### src/sv/gmas_pkg.sv
// ----------------------------------------------------------------------------
// gmas_pkg
// Shared widths, register indexes and control types of the gyro moving
// average scaler.
// ----------------------------------------------------------------------------
package gmas_pkg;

    // Field widths
    localparam int SAMPLE_W   = 16;
    localparam int AVG_W      = 16;
    localparam int RATE_W     = 32;
    localparam int BIAS_W     = 12;
    localparam int SCALE_W    = 16;

    // Running sum holds WINDOW samples for any window up to 16
    localparam int SUM_W      = 21;
    localparam int MAG_W      = SUM_W - 1;

    localparam int NUM_AXES   = 3;
    localparam int NUM_STAGES = 6;

    localparam int WINDOW_DEFAULT = 10;

    // Stream widths
    localparam int S_DATA_W   = 48;
    localparam int M_DATA_W   = 144;

    // Configuration port
    localparam int CFG_IDX_W  = 8;
    localparam int CFG_DATA_W = 16;

    localparam logic [CFG_IDX_W-1:0] REG_BIAS  = 8'd0;
    localparam logic [CFG_IDX_W-1:0] REG_SCALE = 8'd1;

    localparam logic signed [BIAS_W-1:0] BIAS_RESET  = 12'sd12;
    localparam logic [SCALE_W-1:0]       SCALE_RESET = 16'd2562;

    // Stage load strobes, bit i loads pipeline stage i (bit 0 takes the item)
    typedef struct packed {
        logic [NUM_STAGES-1:0] load;
    } ctrl_t;

endpackage

### src/sv/gmas_ctrl.sv
// ----------------------------------------------------------------------------
// gmas_ctrl
// Valid bits and per-stage ready chain of the pipeline, plus the shared
// ring write slot.
// ----------------------------------------------------------------------------
module gmas_ctrl #(
    parameter int WINDOW = gmas_pkg::WINDOW_DEFAULT,
    parameter int SLOT_W = $clog2(WINDOW)
) (
    input  logic              clk,
    input  logic              rst_n,
    input  logic              s_tvalid,
    output logic              s_tready,
    output logic              m_tvalid,
    input  logic              m_tready,
    output logic [SLOT_W-1:0] slot,
    output gmas_pkg::ctrl_t   ctrl
);
    import gmas_pkg::*;

    logic [NUM_STAGES-1:0] valid_reg;
    logic [NUM_STAGES-1:0] valid_next;
    logic [NUM_STAGES-1:0] rdy;
    logic [NUM_STAGES-1:0] drain;
    logic [SLOT_W-1:0]     slot_reg;
    logic [SLOT_W-1:0]     slot_next;

    // Ready ripples back from the output: a stage takes data when empty
    // or when its content moves on in the same cycle
    always_comb
    begin
        rdy[NUM_STAGES-1] = !valid_reg[NUM_STAGES-1] || m_tready;
        for (int i = NUM_STAGES - 2; i >= 0; i--)
        begin
            rdy[i] = !valid_reg[i] || rdy[i+1];
        end
    end

    // Load strobes and valid update
    always_comb
    begin
        ctrl.load[0] = s_tvalid && rdy[0];
        for (int i = 1; i < NUM_STAGES; i++)
        begin
            ctrl.load[i] = valid_reg[i-1] && rdy[i];
        end
        for (int i = 0; i < NUM_STAGES - 1; i++)
        begin
            drain[i] = ctrl.load[i+1];
        end
        drain[NUM_STAGES-1] = m_tready;
        for (int i = 0; i < NUM_STAGES; i++)
        begin
            valid_next[i] = ctrl.load[i] || (valid_reg[i] && !drain[i]);
        end
    end

    // Advance the write slot once per accepted item, wrap at the window end
    always_comb
    begin
        slot_next = slot_reg;
        if (ctrl.load[0])
        begin
            if (slot_reg == SLOT_W'(WINDOW - 1))
            begin
                slot_next = '0;
            end
            else
            begin
                slot_next = slot_reg + 1'b1;
            end
        end
    end

    always_ff @(posedge clk or negedge rst_n)
    begin
        if (!rst_n)
        begin
            valid_reg <= '0;
            slot_reg  <= '0;
        end
        else
        begin
            valid_reg <= valid_next;
            slot_reg  <= slot_next;
        end
    end

    assign s_tready = rdy[0];
    assign m_tvalid = valid_reg[NUM_STAGES-1];
    assign slot     = slot_reg;

endmodule

### src/sv/gmas_lane.sv
// ----------------------------------------------------------------------------
// gmas_lane
// One axis: sample ring and running sum, divide by the window through a
// reciprocal multiply, bias subtract with saturation, and scale multiply.
// ----------------------------------------------------------------------------
module gmas_lane #(
    parameter int WINDOW = gmas_pkg::WINDOW_DEFAULT,
    parameter int SLOT_W = $clog2(WINDOW)
) (
    input  logic                                  clk,
    input  logic                                  rst_n,
    input  gmas_pkg::ctrl_t                       ctrl,
    input  logic [SLOT_W-1:0]                     slot,
    input  logic signed [gmas_pkg::SAMPLE_W-1:0]  sample,
    input  logic signed [gmas_pkg::BIAS_W-1:0]    bias,
    input  logic [gmas_pkg::SCALE_W-1:0]          scale,
    output logic signed [gmas_pkg::AVG_W-1:0]     avg,
    output logic signed [gmas_pkg::RATE_W-1:0]    prod
);
    import gmas_pkg::*;

    // Reciprocal of the window, floor(2^MAG_W / WINDOW); the estimate it
    // gives is low by at most one
    localparam logic [MAG_W-1:0] RECIP = MAG_W'((1 << MAG_W) / WINDOW);
    localparam logic [MAG_W-1:0] WIN_M = MAG_W'(WINDOW);
    localparam logic signed [SUM_W:0] AVG_MAX = (SUM_W+1)'(2 ** (AVG_W - 1) - 1);
    localparam logic signed [SUM_W:0] AVG_MIN = -(SUM_W+1)'(2 ** (AVG_W - 1));
    localparam int PROD_W = AVG_W + SCALE_W + 1;

    logic signed [SAMPLE_W-1:0] ring_reg [WINDOW];
    logic signed [SUM_W-1:0]    sum_reg;
    logic signed [SUM_W-1:0]    sum_next;

    logic signed [SUM_W-1:0]    s1_sum_reg;
    logic                       s2_neg_reg;
    logic [MAG_W-1:0]           s2_mag_reg;
    logic [MAG_W-1:0]           s2_qest_reg;
    logic signed [SUM_W-1:0]    s3_quot_reg;
    logic signed [AVG_W-1:0]    s4_avg_reg;
    logic signed [AVG_W-1:0]    s5_avg_reg;
    logic signed [RATE_W-1:0]   s5_prod_reg;

    logic [SUM_W-1:0]           abs_sum;
    logic [MAG_W-1:0]           mag;
    logic [2*MAG_W-1:0]         est_prod;
    logic [MAG_W-1:0]           q_times_w;
    logic [MAG_W-1:0]           rem;
    logic [MAG_W-1:0]           q_fix;
    logic signed [SUM_W-1:0]    quot_next;
    logic signed [SUM_W:0]      diff;
    logic signed [AVG_W-1:0]    avg_next;
    logic signed [PROD_W-1:0]   prod_full;

    // Replace the oldest sample in the running sum
    assign sum_next = sum_reg - SUM_W'(ring_reg[slot]) + SUM_W'(sample);

    always_ff @(posedge clk or negedge rst_n)
    begin
        if (!rst_n)
        begin
            for (int i = 0; i < WINDOW; i++)
            begin
                ring_reg[i] <= '0;
            end
            sum_reg <= '0;
        end
        else if (ctrl.load[0])
        begin
            ring_reg[slot] <= sample;
            sum_reg        <= sum_next;
        end
    end

    // Magnitude times reciprocal gives the quotient estimate
    assign abs_sum  = s1_sum_reg[SUM_W-1] ? SUM_W'(-s1_sum_reg) : SUM_W'(s1_sum_reg);
    assign mag      = abs_sum[MAG_W-1:0];
    assign est_prod = (2*MAG_W)'(mag) * (2*MAG_W)'(RECIP);

    // Correct the estimate by one and restore the sign (truncate toward zero)
    assign q_times_w = MAG_W'(s2_qest_reg * WIN_M);
    assign rem       = s2_mag_reg - q_times_w;
    assign q_fix     = (rem >= WIN_M) ? s2_qest_reg + 1'b1 : s2_qest_reg;
    assign quot_next = s2_neg_reg ? -$signed(SUM_W'(q_fix)) : $signed(SUM_W'(q_fix));

    // Subtract the bias and clamp to the average range
    assign diff = (SUM_W+1)'(s3_quot_reg) - (SUM_W+1)'(bias);

    always_comb
    begin
        if (diff > AVG_MAX)
        begin
            avg_next = AVG_W'(AVG_MAX);
        end
        else if (diff < AVG_MIN)
        begin
            avg_next = AVG_W'(AVG_MIN);
        end
        else
        begin
            avg_next = AVG_W'(diff);
        end
    end

    // Signed average times unsigned scale
    assign prod_full = PROD_W'(s4_avg_reg) * $signed(PROD_W'(scale));

    // Pipeline payload registers
    always_ff @(posedge clk)
    begin
        if (ctrl.load[0])
        begin
            s1_sum_reg <= sum_next;
        end
        if (ctrl.load[1])
        begin
            s2_neg_reg  <= s1_sum_reg[SUM_W-1];
            s2_mag_reg  <= mag;
            s2_qest_reg <= est_prod[2*MAG_W-1:MAG_W];
        end
        if (ctrl.load[2])
        begin
            s3_quot_reg <= quot_next;
        end
        if (ctrl.load[3])
        begin
            s4_avg_reg <= avg_next;
        end
        if (ctrl.load[4])
        begin
            s5_avg_reg  <= s4_avg_reg;
            s5_prod_reg <= prod_full[RATE_W-1:0];
        end
    end

    assign avg  = s5_avg_reg;
    assign prod = s5_prod_reg;

endmodule

### src/sv/gmas_merge.sv
// ----------------------------------------------------------------------------
// gmas_merge
// Output stage: reorders the lane rates for board mounting and holds the
// packed result item until it is taken.
// ----------------------------------------------------------------------------
module gmas_merge (
    input  logic                                   clk,
    input  gmas_pkg::ctrl_t                        ctrl,
    input  logic signed [gmas_pkg::AVG_W-1:0]      avg_x,
    input  logic signed [gmas_pkg::AVG_W-1:0]      avg_y,
    input  logic signed [gmas_pkg::AVG_W-1:0]      avg_z,
    input  logic signed [gmas_pkg::RATE_W-1:0]     prod_x,
    input  logic signed [gmas_pkg::RATE_W-1:0]     prod_y,
    input  logic signed [gmas_pkg::RATE_W-1:0]     prod_z,
    output logic [gmas_pkg::M_DATA_W-1:0]          m_tdata
);
    import gmas_pkg::*;

    logic [M_DATA_W-1:0] data_reg;
    logic [RATE_W-1:0]   rate_x;

    // x rate is the negated y product
    assign rate_x = RATE_W'(0) - RATE_W'(prod_y);

    // Hold the result until the output stage reloads
    always_ff @(posedge clk)
    begin
        if (ctrl.load[NUM_STAGES-1])
        begin
            data_reg <= {prod_z, prod_x, rate_x, avg_z, avg_y, avg_x};
        end
    end

    assign m_tdata = data_reg;

endmodule

### src/sv/gyro_moving_average_scaler.sv
// ----------------------------------------------------------------------------
// gyro_moving_average_scaler
// Three-axis moving average over WINDOW samples, bias removal with
// saturation, and scaling to 2^-24 rad/s with axis reordering.
//
// Channel   Dir  Handshake            Payload
// s_*       in   s_tvalid/s_tready    s_tdata: raw_x, raw_y, raw_z
// m_*       out  m_tvalid/m_tready    m_tdata: avg_x/y/z, rate_x/y/z
// cfg_*     in   cfg_valid/cfg_ready  cfg_index, cfg_data (0 bias, 1 scale)
//
// One item per cycle sustained while m_tready stays high; each item passes
// through the six-stage lane pipeline (sum, reciprocal multiply,
// correction, bias clamp, scale multiply, output register).
// Reset clears the sample rings, sums, write slot and all valid bits at
// once; bias and scale return to their defaults.
// Each stage holds under a stall and takes a new item as soon as its
// content moves on, so bubbles close up while the output waits.
// ----------------------------------------------------------------------------
module gyro_moving_average_scaler #(
    parameter int WINDOW = gmas_pkg::WINDOW_DEFAULT
) (
    input  logic                              clk,
    input  logic                              rst_n,
    // s_tdata: raw_x [15:0], raw_y [31:16], raw_z [47:32]
    input  logic [gmas_pkg::S_DATA_W-1:0]     s_tdata,
    input  logic                              s_tvalid,
    output logic                              s_tready,
    // m_tdata: avg_x [15:0], avg_y [31:16], avg_z [47:32],
    //          rate_x [79:48], rate_y [111:80], rate_z [143:112]
    output logic [gmas_pkg::M_DATA_W-1:0]     m_tdata,
    output logic                              m_tvalid,
    input  logic                              m_tready,
    input  logic                              cfg_valid,
    output logic                              cfg_ready,
    input  logic [gmas_pkg::CFG_IDX_W-1:0]    cfg_index,
    input  logic [gmas_pkg::CFG_DATA_W-1:0]   cfg_data
);
    import gmas_pkg::*;

    localparam int SLOT_W = $clog2(WINDOW);

    ctrl_t                    ctrl;
    logic [SLOT_W-1:0]        slot;
    logic signed [BIAS_W-1:0] bias_reg;
    logic [SCALE_W-1:0]       scale_reg;

    logic signed [AVG_W-1:0]  avg [NUM_AXES];
    logic signed [RATE_W-1:0] prod [NUM_AXES];

    // Configuration registers, writes to unknown indexes are dropped
    assign cfg_ready = 1'b1;

    always_ff @(posedge clk or negedge rst_n)
    begin
        if (!rst_n)
        begin
            bias_reg  <= BIAS_RESET;
            scale_reg <= SCALE_RESET;
        end
        else if (cfg_valid)
        begin
            unique case (cfg_index)
                REG_BIAS:  bias_reg  <= $signed(cfg_data[BIAS_W-1:0]);
                REG_SCALE: scale_reg <= cfg_data[SCALE_W-1:0];
                default:   ;
            endcase
        end
    end

    gmas_ctrl #(
        .WINDOW (WINDOW),
        .SLOT_W (SLOT_W)
    ) u_ctrl (
        .clk      (clk),
        .rst_n    (rst_n),
        .s_tvalid (s_tvalid),
        .s_tready (s_tready),
        .m_tvalid (m_tvalid),
        .m_tready (m_tready),
        .slot     (slot),
        .ctrl     (ctrl)
    );

    // One lane per axis
    for (genvar a = 0; a < NUM_AXES; a++)
    begin : g_lane
        gmas_lane #(
            .WINDOW (WINDOW),
            .SLOT_W (SLOT_W)
        ) u_lane (
            .clk    (clk),
            .rst_n  (rst_n),
            .ctrl   (ctrl),
            .slot   (slot),
            .sample ($signed(s_tdata[a*SAMPLE_W +: SAMPLE_W])),
            .bias   (bias_reg),
            .scale  (scale_reg),
            .avg    (avg[a]),
            .prod   (prod[a])
        );
    end

    gmas_merge u_merge (
        .clk     (clk),
        .ctrl    (ctrl),
        .avg_x   (avg[0]),
        .avg_y   (avg[1]),
        .avg_z   (avg[2]),
        .prod_x  (prod[0]),
        .prod_y  (prod[1]),
        .prod_z  (prod[2]),
        .m_tdata (m_tdata)
    );

endmodule

### config.mk
export PLATFORM = sky130hd
export DESIGN_NAME = gyro_moving_average_scaler
export DESIGN_NICKNAME = d
export VERILOG_FILES = /design/src/sv/gmas_pkg.sv /design/src/sv/gmas_ctrl.sv /design/src/sv/gmas_lane.sv /design/src/sv/gmas_merge.sv /design/src/sv/gyro_moving_average_scaler.sv
export SDC_FILE = /design/constraint.sdc
export NUM_CORES = 2
export LEC_CHECK = 0
export BUFFER_PORTS_ARGS = -buffer_cell sky130_fd_sc_hd__buf_2
export CELL_PAD_IN_SITES_DETAIL_PLACEMENT = 0
export CELL_PAD_IN_SITES_GLOBAL_PLACEMENT = 1
export CORE_UTILIZATION = 25
export DETAILED_ROUTE_END_ITERATION = 6
export MAX_ROUTING_LAYER = met4
export PLACE_DENSITY = 0.46
export SYNTH_ARGS = -nofsm -noshare
export SYNTH_HDL_FRONTEND = slang
export SYNTH_SLANG_ARGS = --single-unit
### constraint.sdc
create_clock -name clk -period 8.55 [get_ports clk]
set_input_delay 0.855 -clock clk [delete_from_list [all_inputs] [get_ports clk]]
set_output_delay 0.855 -clock clk [all_outputs]
set_load 0.02 [all_outputs]
==> results.json <==
{
  "firstDrtPassIters": 5,
  "cts_max_level": 4,
  "cts_sinks": 1154,
  "hp-class": "in -> async",
  "post_drt_wl_per_cell_um": 17.9,
  "hpwl_mm": 215,
  "grt_max_degree": 147,
  "finalCriticalPeriod_ns": 8.09,
  "syn_nets": 12100,
  "grt_antenna_before_repair": 12,
  "clkSlewWorstSetupHoldPaths_ns": 0.06,
  "fmax_ghz": 0.124,
  "syn_avg_cell_area_um2": 10.2,
  "seq_area_frac_synth_pct": 31.4,
  "hold_viol_final": 0,
  "timing.critical_path.buf_inv": 3,
  "synth-main-ff-cell": "dfrtp_1",
  "cap_violations": 0,
  "layout.nets": 12200,
  "synth-warning-count": 0,
  "cp.required_ns": 9.11,
  "synthDistinctLibCells": 96,
  "synthArstFlopShare_pct": 50.3,
  "crit_fanout": 5,
  "area_delta_synth_final_pct": 13.1,
  "slowest_delay_ns": 0.56,
  "nFillCells": 42400,
  "ctsHoldBuffers": 0,
  "finalSetupViolCount": 0,
  "drtIter0Drc": 3060,
  "clockRootBuffer": "clkbuf_16",
  "die-area_um2": 407000,
  "drv_slew": 0,
  "cp.depth": 29,
  "cpLargestDelayFamily": "adder cells",
  "syn_area_um2": 101000,
  "die_w_um": 638,
  "wirelength_mm": 279,
  "end_kind": "flop",
  "cts_tree": "built",
  "num_rows": 233,
  "reg2reg_to": "g_lane[1].u_lane.s2_qest_reg[16]$_DFFE_PP_",
  "crit_path_start": "g_lane[1].u_lane.s1_sum_reg[0]$_DFFE_PP_",
  "startpoint_type": "flop",
  "io_buffers": 222,
  "r2r_start": "g_lane[1].u_lane.s1_sum_reg[0]$_DFFE_PP_",
  "overflow": 0,
  "die_h_um": 638,
  "grt_use_total_pct": 14.2,
  "cpMaxStageDelayCell": "fa_1",
  "grt_pass1_wl_mm": 438,
  "via_per_inst": 4.37,
  "ff2ff_path_depth": 29,
  "place_area_um2": 109000,
  "placeableCoreArea_um2": 403000,
  "status": "complete, no violations",
  "regToRegSetupSlack_ns": 0.46,
  "period_share_pct": 94.7,
  "path_class": "reg -> reg",
  "drc_errors": 0,
  "max_slew.worst_pin.slew_ns": 1.11,
  "ys_ff_latch": 1154,
  "synth_edf_count": 573,
  "fin_worst_skew_ns": 0.0676,
  "layout-drive-gt1-share_pct": 8.95,
  "synthCells": 9940,
  "cp.arrival_ns": 8.66,
  "slew_headroom_pct": 25.1,
  "cts_buffers": 152,
  "vias": 68200,
  "gp_congestion": 0.817,
  "insertion_delay_ns": 0.87,
  "initial_core_util_pct": 25.1,
  "setup_tns_ns": 0,
  "grt_pass1_vias": 73500,
  "final_antenna_net_count": 0,
  "stdcell_area_um2": 114000,
  "ios": 224,
  "cts.path.max_buffers": 4,
  "largest_reg_flops": 480
}
## worst reg2reg max path: cells and delay by family, from the launching register on
family / cells / cell delay [ns]
xor+xnor: 2 / 0.38
compound gates: 8 / 1.58
buf+inv: 3 / 0.16
simple gates: 8 / 2.15
flops: 1 / 0.39
fa+ha+maj: 8 / 3.14
## per-layer routing
layer	up-vias	GRT usage (%)	part of all wire, %
met3	269	1.41	2.9
met5	-	-	0
met2	876	23.7	48
li1	33000	-	-
met4	0	2.84	1.9
met1	34000	18.6	47
## cells in the mapped netlist (16+ instances only)
library cell	instances	area share [%]
nor4_1	34	0.21
nand3_1	88	0.44
xor2_1	140	1.2
a211oi_1	33	0.25
nor2_1	279	1.0
o41ai_1	16	0.14
nor3_1	104	0.52
fa_1	975	19
or4_1	23	0.17
edfxtp_1	573	17
or3_1	26	0.16
o31ai_1	38	0.28
mux4_2	96	2.1
o21ai_0	771	3.8
a21oi_1	241	1.2
nor2b_1	53	0.33
buf_1	53	0.20
a21boi_0	19	0.14
a31oi_1	28	0.17
or2_2	23	0.14
and2_1	306	1.9
xnor2_1	347	3.0
ha_1	1070	13
nor3b_1	16	0.12
nand2b_1	97	0.60
nand4_1	32	0.20
o21bai_1	52	0.39
o211ai_1	25	0.19
inv_1	1685	6.3
mux2_2	68	0.76
mux2i_1	70	0.69
a22oi_1	55	0.41
and3_1	43	0.27
a21o_1	105	0.78
clkbuf_1	351	1.3
nand2_1	1150	4.3
nand3b_1	17	0.13
dfrtp_1	576	14
o21a_1	58	0.43
## cells by family (layout without fill, tap and decap cells)
logic type | Yosys count | in the layout | share of synthesized area, %
simple gates | 2320 | 2320 | 10.7
buf+inv | 2093 | 2361 | 7.78
fa+ha+maj | 2045 | 2045 | 32.6
compound gates | 1605 | 1605 | 9.67
flops | 1154 | 1154 | 31.4
xor+xnor | 487 | 487 | 4.22
mux | 235 | 235 | 3.61
other cells | 1 | 4 | 0.00371
## final cells by class
class                      instances  area (um^2)  share of cell area, %
antenna                            3         7.51                0.00657
clock buffer                     206         4300                   3.76
clock inverter                    71          840                  0.735
inverter                        1687         6340                   5.55
multi-input combinational       6693        61700                   54.0
sequential                      1154        31800                   27.8
tap                             5405         6760                   5.92
timing repair buffer             397         2560                   2.24
## cells in the final DEF (no fill, tap or decap), types with 21 or more instances in the layout
cell and count:
a211oi_1 33, a21o_1 105, a21oi_1 238, a22oi_1 55, a31oi_1 28, and2_1 303, and3_1 42, buf_2 221
buf_4 165, clkbuf_1 29, clkbuf_16 156, clkbuf_8 21, clkinv_2 24, dfrtp_1 564, edfxtp_1 573, fa_1 975
ha_1 1069, inv_1 1685, mux2_2 68, mux2i_1 70, mux4_2 96, nand2_1 1144, nand2b_1 97, nand3_1 86
nand4_1 32, nor2_1 277, nor2b_1 51, nor3_1 103, nor4_1 32, o211ai_1 25, o21a_1 58, o21ai_0 767
o21bai_1 52, o31ai_1 36, or2_2 23, or3_1 24, or4_1 23, xnor2_1 343, xor2_1 140
## per-stage QoR
| stage | setup slack, ns | std cells | hold slack [ns] | util, % |
|---|---|---|---|---|
| 2_1_floorplan | 0.589 | 9940 | 0.400 | - |
| 4_1_cts | 0.154 | 15600 | 0.0328 | 28.3 |
| 6_report | 0.456 | 15600 | 0.0804 | 28.4 |
| 5_1_grt | -0.00374 | 15600 | 0.0872 | 28.4 |
| 3_3_place_gp | 0.0529 | 15300 | 0.403 | 27.0 |
| 3_5_place_dp | 0.156 | 15300 | 0.405 | 27.0 |
## worst max-delay path by stage
| stage | endpoint | slack (ns) |
|---|---|---|
| floorplan | u_merge.m_tdata[0]$_DFFE_PP_ | 0.59 |
| global placement | g_lane[2].u_lane.s2_qest_reg[16]$_DFFE_PP_ | 0.05 |
| detailed placement | g_lane[2].u_lane.s2_qest_reg[16]$_DFFE_PP_ | 0.16 |
| CTS | g_lane[2].u_lane.s2_qest_reg[16]$_DFFE_PP_ | 0.15 |
| global route | g_lane[2].u_lane.s2_qest_reg[16]$_DFFE_PP_ | -0.004 |
| finish | g_lane[1].u_lane.s2_qest_reg[16]$_DFFE_PP_ | 0.46 |
## what timing repair did
| item | in CTS | in global routing |
|---|---|---|
| gates resized for setup | 0 | 27 |
| setup endpoints to repair | 0 | 33 |
| buffers inserted | 0 | 13 |
Power is left out: the tool's default activity adds up to more than one toggle a clock period on the data nets, which glitch-free logic cannot reach.
